## src/rtl/dynamic_priority_round_scheduler_core_assert.svh

```systemverilog
// Assertion macros shared by the scheduler RTL.
// Needs a clock i_clk and an active-low reset i_rst_n in the including scope.
`ifndef DYNAMIC_PRIORITY_ROUND_SCHEDULER_CORE_ASSERT_SVH
`define DYNAMIC_PRIORITY_ROUND_SCHEDULER_CORE_ASSERT_SVH
`ifndef ASSERT_OFF
`define DPRS_ASSERT_SAME(label, ante, cons) \
    label: assert property (@(posedge i_clk) disable iff (!i_rst_n) (ante) |-> (cons)) \
        else $error("dprs assertion failed");
`define DPRS_ASSERT_NEXT(label, ante, cons) \
    label: assert property (@(posedge i_clk) disable iff (!i_rst_n) (ante) |=> (cons)) \
        else $error("dprs assertion failed");
`else
`define DPRS_ASSERT_SAME(label, ante, cons)
`define DPRS_ASSERT_NEXT(label, ante, cons)
`endif
`endif

```

## src/rtl/dprs_pkg.sv

```systemverilog
// Shared types and constants for the dynamic priority round scheduler.
// No dependencies.
package dprs_pkg;

    localparam int DEF_MAX_ENTRIES = 16;
    localparam int BURST_W         = 10;
    localparam int PRIO_W          = 16;
    localparam int OUT_IDX_W       = 4;
    localparam int ENTRY_W         = BURST_W + PRIO_W;

    localparam logic signed [PRIO_W-1:0] PRIO_MIN = {1'b1, {(PRIO_W-1){1'b0}}};

    typedef enum logic [1:0] {
        FUNC_APPEND = 2'd0,
        FUNC_ROUND  = 2'd1,
        FUNC_CLEAR  = 2'd2,
        FUNC_NOP    = 2'd3
    } t_func;

endpackage

```

## src/rtl/dprs_ram.sv

```systemverilog
// Generic single-write, single-read RAM with registered read data.
// No dependencies.
module dprs_ram #(
    parameter int WIDTH = 8,
    parameter int DEPTH = 16
) (
    input  logic                     i_clk,
    input  logic                     i_we,
    input  logic [$clog2(DEPTH)-1:0] i_waddr,
    input  logic [WIDTH-1:0]         i_wdata,
    input  logic                     i_re,
    input  logic [$clog2(DEPTH)-1:0] i_raddr,
    output logic [WIDTH-1:0]         o_rdata
);

    logic [WIDTH-1:0] r_mem [DEPTH];
    logic [WIDTH-1:0] r_rdata;

    always_ff @(posedge i_clk) begin
        if (i_we) begin
            r_mem[i_waddr] <= i_wdata;
        end
        if (i_re) begin
            r_rdata <= r_mem[i_raddr];
        end
    end

    assign o_rdata = r_rdata;

endmodule

```

## src/rtl/dynamic_priority_round_scheduler_core.sv

```systemverilog
// Dynamic priority round scheduler. An append or a clear is taken without a stall.
// A round keeps the input stalled until it completes. When some entry is ready,
// the round walks the table twice, as the entry RAM has one read port: once to
// find the top priority among ready entries and count them, once to age those
// entries, write them back and emit one beat each. Each result beat that finds the
// output stalled holds the second walk for as long as the stall lasts.
// When no entry is ready, or the table is empty, the round emits one all-done beat.
// Depends on dprs_pkg, dprs_ram and the assertion macro header.
`include "dynamic_priority_round_scheduler_core_assert.svh"

module dynamic_priority_round_scheduler_core #(
    parameter int MAX_ENTRIES = dprs_pkg::DEF_MAX_ENTRIES
) (
    input  logic                                   i_clk,
    input  logic                                   i_rst_n,
    input  logic                                   i_in_valid,
    output logic                                   o_in_stall,
    input  logic [1:0]                             i_func,
    input  logic [dprs_pkg::BURST_W-1:0]           i_burst_in,
    input  logic signed [dprs_pkg::PRIO_W-1:0]     i_priority_in,
    output logic                                   o_out_valid,
    input  logic                                   i_out_stall,
    output logic [dprs_pkg::OUT_IDX_W-1:0]         o_entry_index,
    output logic [dprs_pkg::BURST_W-1:0]           o_burst_left,
    output logic signed [dprs_pkg::PRIO_W-1:0]     o_priority_now,
    output logic                                   o_finished,
    output logic                                   o_all_done,
    output logic                                   o_last
);

    localparam int IDX_W = $clog2(MAX_ENTRIES);
    localparam int CNT_W = $clog2(MAX_ENTRIES + 1);
    localparam int BW    = dprs_pkg::BURST_W;
    localparam int PW    = dprs_pkg::PRIO_W;

    typedef enum logic [3:0] {
        ST_IDLE   = 4'b0001,
        ST_SCAN   = 4'b0010,
        ST_UPDATE = 4'b0100,
        ST_EMPTY  = 4'b1000
    } t_state;

    t_state                 r_state, n_state;
    logic [CNT_W-1:0]       r_count, n_count;
    logic [MAX_ENTRIES-1:0] r_ready, n_ready;
    logic [CNT_W-1:0]       r_rd_idx, n_rd_idx;
    logic                   r_dv, n_dv;
    logic [IDX_W-1:0]       r_dv_idx, n_dv_idx;
    logic                   r_any, n_any;
    logic signed [PW-1:0]   r_high, n_high;
    logic [CNT_W-1:0]       r_remain, n_remain;

    logic                   r_o_valid;
    logic [IDX_W-1:0]       r_o_idx;
    logic [BW-1:0]          r_o_burst;
    logic signed [PW-1:0]   r_o_prio;
    logic                   r_o_fin;
    logic                   r_o_done;
    logic                   r_o_last;

    logic                          w_in_beat;
    logic [dprs_pkg::ENTRY_W-1:0]  w_rdata;
    logic [BW-1:0]                 w_rd_burst;
    logic signed [PW-1:0]          w_rd_prio;
    logic                          w_rd_ready;
    logic                          w_gt;
    logic                          w_eq;
    logic                          w_out_free;
    logic                          w_hit;
    logic                          w_consume;
    logic                          w_issue;
    logic                          w_pass_end;
    logic [BW-1:0]                 w_new_burst;
    logic signed [PW-1:0]          w_new_prio;
    logic                          w_new_fin;
    logic                          w_emit_entry;
    logic                          w_emit_empty;
    logic                          w_append;
    logic                          w_we;
    logic [IDX_W-1:0]              w_waddr;
    logic [dprs_pkg::ENTRY_W-1:0]  w_wdata;

    assign o_in_stall = (r_state != ST_IDLE);
    assign w_in_beat  = i_in_valid && !o_in_stall;

    // one comparator serves both walks
    assign w_rd_burst = w_rdata[BW-1:0];
    assign w_rd_prio  = w_rdata[dprs_pkg::ENTRY_W-1:BW];
    assign w_rd_ready = r_ready[r_dv_idx];
    assign w_gt       = w_rd_prio > r_high;
    assign w_eq       = w_rd_prio == r_high;

    assign w_out_free = !r_o_valid || !i_out_stall;
    assign w_hit      = (r_state == ST_UPDATE) && r_dv && w_rd_ready && w_eq;
    assign w_consume  = (r_state == ST_SCAN)
                     || ((r_state == ST_UPDATE) && (!w_hit || w_out_free));
    assign w_issue    = w_consume && (r_rd_idx < r_count);
    assign w_pass_end = !r_dv && (r_rd_idx == r_count);

    assign w_new_burst = (w_rd_burst == '0) ? '0 : BW'(w_rd_burst - BW'(1));
    assign w_new_prio  = (w_rd_prio == dprs_pkg::PRIO_MIN) ? w_rd_prio
                                                           : PW'(w_rd_prio - PW'(1));
    assign w_new_fin   = (w_new_burst == '0);

    assign w_emit_entry = w_hit && w_out_free;
    assign w_emit_empty = (r_state == ST_EMPTY) && w_out_free;

    assign w_append = w_in_beat && (i_func == dprs_pkg::FUNC_APPEND)
                   && (r_count < CNT_W'(MAX_ENTRIES));

    assign w_we    = w_append || w_emit_entry;
    assign w_waddr = w_append ? r_count[IDX_W-1:0] : r_dv_idx;
    assign w_wdata = w_append ? {i_priority_in, i_burst_in} : {w_new_prio, w_new_burst};

    dprs_ram #(
        .WIDTH (dprs_pkg::ENTRY_W),
        .DEPTH (MAX_ENTRIES)
    ) u_entry_ram (
        .i_clk   (i_clk),
        .i_we    (w_we),
        .i_waddr (w_waddr),
        .i_wdata (w_wdata),
        .i_re    (w_issue),
        .i_raddr (r_rd_idx[IDX_W-1:0]),
        .o_rdata (w_rdata)
    );

    always_comb begin
        n_state  = r_state;
        n_count  = r_count;
        n_ready  = r_ready;
        n_rd_idx = r_rd_idx;
        n_dv     = r_dv;
        n_dv_idx = r_dv_idx;
        n_any    = r_any;
        n_high   = r_high;
        n_remain = r_remain;

        if (w_consume) begin
            n_dv = w_issue;
            if (w_issue) begin
                n_dv_idx = r_rd_idx[IDX_W-1:0];
                n_rd_idx = r_rd_idx + CNT_W'(1);
            end
        end

        unique case (r_state)
            ST_IDLE: begin
                if (w_in_beat) begin
                    unique case (i_func)
                        dprs_pkg::FUNC_APPEND: begin
                            if (w_append) begin
                                n_ready[r_count[IDX_W-1:0]] = 1'b1;
                                n_count = r_count + CNT_W'(1);
                            end
                        end
                        dprs_pkg::FUNC_ROUND: begin
                            n_state  = ST_SCAN;
                            n_rd_idx = '0;
                            n_dv     = 1'b0;
                            n_any    = 1'b0;
                            n_remain = '0;
                        end
                        dprs_pkg::FUNC_CLEAR: begin
                            n_ready = '0;
                            n_count = '0;
                        end
                        dprs_pkg::FUNC_NOP: begin
                        end
                    endcase
                end
            end
            ST_SCAN: begin
                // running maximum and the number of ready entries holding it
                if (r_dv && w_rd_ready) begin
                    if (!r_any || w_gt) begin
                        n_high   = w_rd_prio;
                        n_any    = 1'b1;
                        n_remain = CNT_W'(1);
                    end else if (w_eq) begin
                        n_remain = r_remain + CNT_W'(1);
                    end
                end
                if (w_pass_end) begin
                    n_state  = r_any ? ST_UPDATE : ST_EMPTY;
                    n_rd_idx = '0;
                    n_dv     = 1'b0;
                end
            end
            ST_UPDATE: begin
                if (w_emit_entry) begin
                    n_remain = r_remain - CNT_W'(1);
                    if (w_new_fin) begin
                        n_ready[r_dv_idx] = 1'b0;
                    end
                end
                if (w_pass_end) begin
                    n_state = ST_IDLE;
                end
            end
            ST_EMPTY: begin
                if (w_out_free) begin
                    n_state = ST_IDLE;
                end
            end
            default: begin
                n_state = ST_IDLE;
            end
        endcase
    end

    always_ff @(posedge i_clk) begin
        if (!i_rst_n) begin
            r_state   <= ST_IDLE;
            r_count   <= '0;
            r_ready   <= '0;
            r_rd_idx  <= '0;
            r_dv      <= 1'b0;
            r_any     <= 1'b0;
            r_remain  <= '0;
            r_o_valid <= 1'b0;
        end else begin
            r_state  <= n_state;
            r_count  <= n_count;
            r_ready  <= n_ready;
            r_rd_idx <= n_rd_idx;
            r_dv     <= n_dv;
            r_any    <= n_any;
            r_remain <= n_remain;
            if (w_emit_entry || w_emit_empty) begin
                r_o_valid <= 1'b1;
            end else if (!i_out_stall) begin
                r_o_valid <= 1'b0;
            end
        end
    end

    always_ff @(posedge i_clk) begin
        r_dv_idx <= n_dv_idx;
        r_high   <= n_high;
        if (w_emit_entry) begin
            r_o_idx   <= r_dv_idx;
            r_o_burst <= w_new_burst;
            r_o_prio  <= w_new_prio;
            r_o_fin   <= w_new_fin;
            r_o_done  <= 1'b0;
            r_o_last  <= (r_remain == CNT_W'(1));
        end else if (w_emit_empty) begin
            r_o_idx   <= '0;
            r_o_burst <= '0;
            r_o_prio  <= '0;
            r_o_fin   <= 1'b0;
            r_o_done  <= 1'b1;
            r_o_last  <= 1'b1;
        end
    end

    assign o_out_valid    = r_o_valid;
    assign o_entry_index  = dprs_pkg::OUT_IDX_W'(r_o_idx);
    assign o_burst_left   = r_o_burst;
    assign o_priority_now = r_o_prio;
    assign o_finished     = r_o_fin;
    assign o_all_done     = r_o_done;
    assign o_last         = r_o_last;

    // an all-done beat is always the only beat of its round
    `DPRS_ASSERT_SAME(a_done_is_last, r_o_valid && r_o_done, r_o_last && !r_o_fin)
    `DPRS_ASSERT_SAME(a_count_bound, 1'b1, r_count <= CNT_W'(MAX_ENTRIES))
    // the scan count must cover every entry the update walk hits
    `DPRS_ASSERT_SAME(a_hit_counted, w_hit, r_remain != '0)
    `DPRS_ASSERT_NEXT(a_round_starts,
        w_in_beat && (i_func == dprs_pkg::FUNC_ROUND), r_state == ST_SCAN)

endmodule
```

## config.mk

```make
export PLATFORM = sky130hd
export DESIGN_NAME = dynamic_priority_round_scheduler_core
export DESIGN_NICKNAME = d
export VERILOG_FILES = /design/src/rtl/dprs_pkg.sv /design/src/rtl/dprs_ram.sv /design/src/rtl/dynamic_priority_round_scheduler_core.sv
export VERILOG_INCLUDE_DIRS = /design/src /design/src/rtl
export SDC_FILE = /design/constraint.sdc
export NUM_CORES = 1
export LEC_CHECK = 0
export BUFFER_PORTS_ARGS = -buffer_cell sky130_fd_sc_hd__buf_2
export CAP_MARGIN = 20
export CELL_PAD_IN_SITES_DETAIL_PLACEMENT = 1
export CELL_PAD_IN_SITES_GLOBAL_PLACEMENT = 2
export CORE_MARGIN = 1.5
export CORE_UTILIZATION = 43
export CTS_CLUSTER_DIAMETER = 50
export DETAILED_ROUTE_END_ITERATION = 10
export PLACE_DENSITY = 0.83
export SLEW_MARGIN = 0
export SYNTH_ARGS = -nofsm -noshare
export SYNTH_HDL_FRONTEND = slang
export SYNTH_SLANG_ARGS = --single-unit
```

## constraint.sdc

```tcl
create_clock -name i_clk -period 3.4 [get_ports i_clk]
set_input_delay 0.17 -clock i_clk [delete_from_list [all_inputs] [get_ports i_clk]]
set_output_delay 0.17 -clock i_clk [all_outputs]
set_load 0.02 [all_outputs]
```

==> results_dict.tcl <==
set metrics [dict create \
    synth-edff-count 494 \
    std_cell_rows 82 \
    clkLatencyLatePin_ps 610 \
    power.leakage_nw 8.259 \
    drc 0 \
    core_area_um2 50170 \
    io_buffers 66 \
    hp-class "in -> reg" \
    period_minus_slack_ps 3226 \
    grt_pass1_vias 13202 \
    ys_async_sr_fraction 0 \
    syn_inst 1221 \
    gr-usage-all-layers 0.2260 \
    synth.distinct_cells 62 \
    drive_gt1_frac 0.3026 \
    antennaDiodeCount 0 \
    dp.cells 1995 \
    grt_antenna_before_repair 1 \
    synth_flop_cell "edfxtp_1" \
    drt-total-wl_um 58280 \
    final_hold_viol_count 0 \
    power_mw 13.79 \
    post-dp-hpwl_um 34730 \
    yosysSeqAreaShare 0.7128 \
    path_clk_slew_ps 60 \
    worst_slew_pin_slew_ps 989.1 \
    drt_iter0_markers 1093 \
    vias_per_cell 5.786 \
    ys_warn_count 0 \
    htree_num_levels 2 \
    peakVddDrop_mv 0.4189 \
    pin_count 67 \
    clock-root-buffer "clkbuf_16" \
    grt_first_pass_wirelength_um 86200 \
    cts_tree "built" \
    end_kind "flop" \
    ant_nets 0 \
    fmax_mhz 310.0 \
    setup_violations 0 \
    die_area_um2 52310 \
    cp_max_fo 28 \
    relSlewSlack 0.3406 \
    arrival_ps 3730 \
    cts.sinks 533 \
    final_cell_mix "494 x edfxtp_1, 131 x mux4_2, 91 x nor2_1" \
    start_util 0.4366 \
    numCtsBuffers 56 \
    avgSynthCellArea_um2 17.94 \
    clock_path_buffers 3 \
    syn_nets 1286 \
    outcome "finished clean" \
    worst_hold_slack_ps 21.76 \
    instances_no_fill 2126 \
    dr_total_vias 12300 \
    grt_max_degree 109 \
    power_density_nw_per_um2 527.4 \
    finalMaxSlewViolations 0 \
    gp_congestion 0.8410 \
    syn_area_um2 21910 \
    critPathKind "reg -> reg" \
    gr-total-overflow 0 \
    dr.pass1.iters 5 \
    dpl_cell_area_um2 23920 \
    fin_util 0.5210 \
    rsz0062_at_grt "no" \
    fillCellCount 4615 \
    postLayoutCellArea_um2 26140 \
    fin_skew_ps 24.32 \
    period_share 0.9488 \
    dieHeight_um 228.7 \
    max-cap-violations 0 \
    required_ps 3910 \
    ys_ff_latch 533 \
    syn_to_final_growth_pct 19.32 \
    layout_commonest_cell "edfxtp_1" \
    nets 1472 \
    cp-start-kind "flop" \
    die_width_um 228.7 \
    wl_per_cell_um 27.41 \
]
-- what timing repair did --
item                       in CTS  in global routing
setup endpoints to repair      87                 67
hold buffers                    3                  2
setup buffers                   8                  0
resized for setup               3                  3
hold endpoints to repair        6                  2
pin swaps                       3                  1
-- per-layer routing --
metal	track usage	wire, um	up-vias	share of wire
met5	0	0	-	0
met4	0.08651	1959	0	0.034
met3	0.04067	3351	114	0.057
met2	0.3759	29400	445	0.50
met1	0.2969	23570	6446	0.40
li1	-	-	5295	-
-- kinds of logic after synthesis --
logic type               Yosys count  synth area share
adder cells (fa/ha/maj)           33           0.01885
AO/OA/AOI/OAI                    148           0.04261
XOR/XNOR                          22          0.008796
buffers and inverters             95           0.01885
flip-flops                       533            0.7128
multiplexers                     143            0.1432
AND/OR/NAND/NOR                  247           0.05483
-- critical path, cell delays in order, from the launching register on --
cell      delay (ps)
edfxtp_1         610
mux4_1           630
mux4_2           540
nand4_1          180
buf_6            340
o31ai_2          170
a21boi_2         200
buf_4            200
a211oi_1         250
-- per-stage QoR --
stage	TNS, ps	setup WS (ps)
5_1_grt	0	30.84
3_5_place_dp	-2268	-105.0
2_1_floorplan	-21410	-78.08
6_report	0	174.1
4_1_cts	0	1.148
3_3_place_gp	0	1.213
-- registers in the layout, indices dropped and copies added (netlist names), 10 cells and up --
register             count
r_ready                 16
r_high                  16
u_entry_ram.r_mem      416
o_burst_left            10
u_entry_ram.o_rdata     26
o_priority_now          16
-- Yosys cell counts, types with 3 or more instances --
master       n  share of area
xnor2_1     11         0.0044
nand2_1     45         0.0077
xor2_1      11         0.0044
nor4_1       6         0.0017
nor3_1      11         0.0025
o21a_1       4         0.0014
or3_1        4         0.0011
nand3_1     23         0.0053
mux4_2     131           0.13
clkbuf_8     4         0.0025
inv_1       42         0.0072
mux4_1       4         0.0048
buf_1       11         0.0019
o21ai_0     20         0.0046
clkbuf_1    32         0.0055
and2_1       7         0.0020
a31oi_1      7         0.0020
or4_1        5         0.0017
buf_2        4        0.00091
dfxtp_1     39          0.036
a22oi_1      3         0.0010
edfxtp_1   494           0.68
nor2_1     107          0.018
nand4_1      8         0.0023
a2111oi_0    3         0.0012
mux2i_1      6         0.0027
nand2b_1     7         0.0020
a21oi_1     62          0.014
a31o_2       3         0.0012
a211oi_1    25         0.0086
and3_1       3        0.00086
nor2b_1      3        0.00086
ha_1        33          0.019
o211ai_1     5         0.0017
-- final cells by class --
class / count / area [um2] / share of cell area
Clock inverter: 45 / 520.5 / 0.01991
Timing Repair Buffer: 181 / 1548 / 0.05921
Sequential cell: 533 / 15630 / 0.5978
Inverter: 42 / 157.7 / 0.006032
Tap cell: 672 / 840.8 / 0.03217
Multi-Input combinational cell: 593 / 6030 / 0.2307
Clock buffer: 60 / 1416 / 0.05419
-- where the power goes --
group,internal (mW),total (mW),switching (mW)
sequential,7.14,7.15,0.0111
clock,3.79,6.41,2.62
combinational,0.0723,0.229,0.157
total,11.0,13.8,2.78
-- final timing paths --
| path | startpoint | end | slack (ps) | depth (start not counted) |
|---|---|---|---|---|
| worst max-delay path | r_dv_idx[2] | r_ready[2] | 170 | 8 |
| worst min-delay path | i_priority_in[4] | u_entry_ram.r_mem[5][14] | 20 | 3 |
| worst max register to register | r_dv_idx[2] | r_ready[2] | 170 | 8 |
| worst min register to register | r_ready[12] | r_ready[12] | 480 | 2 |
Note: power is estimated with default switching activity, not from simulation.
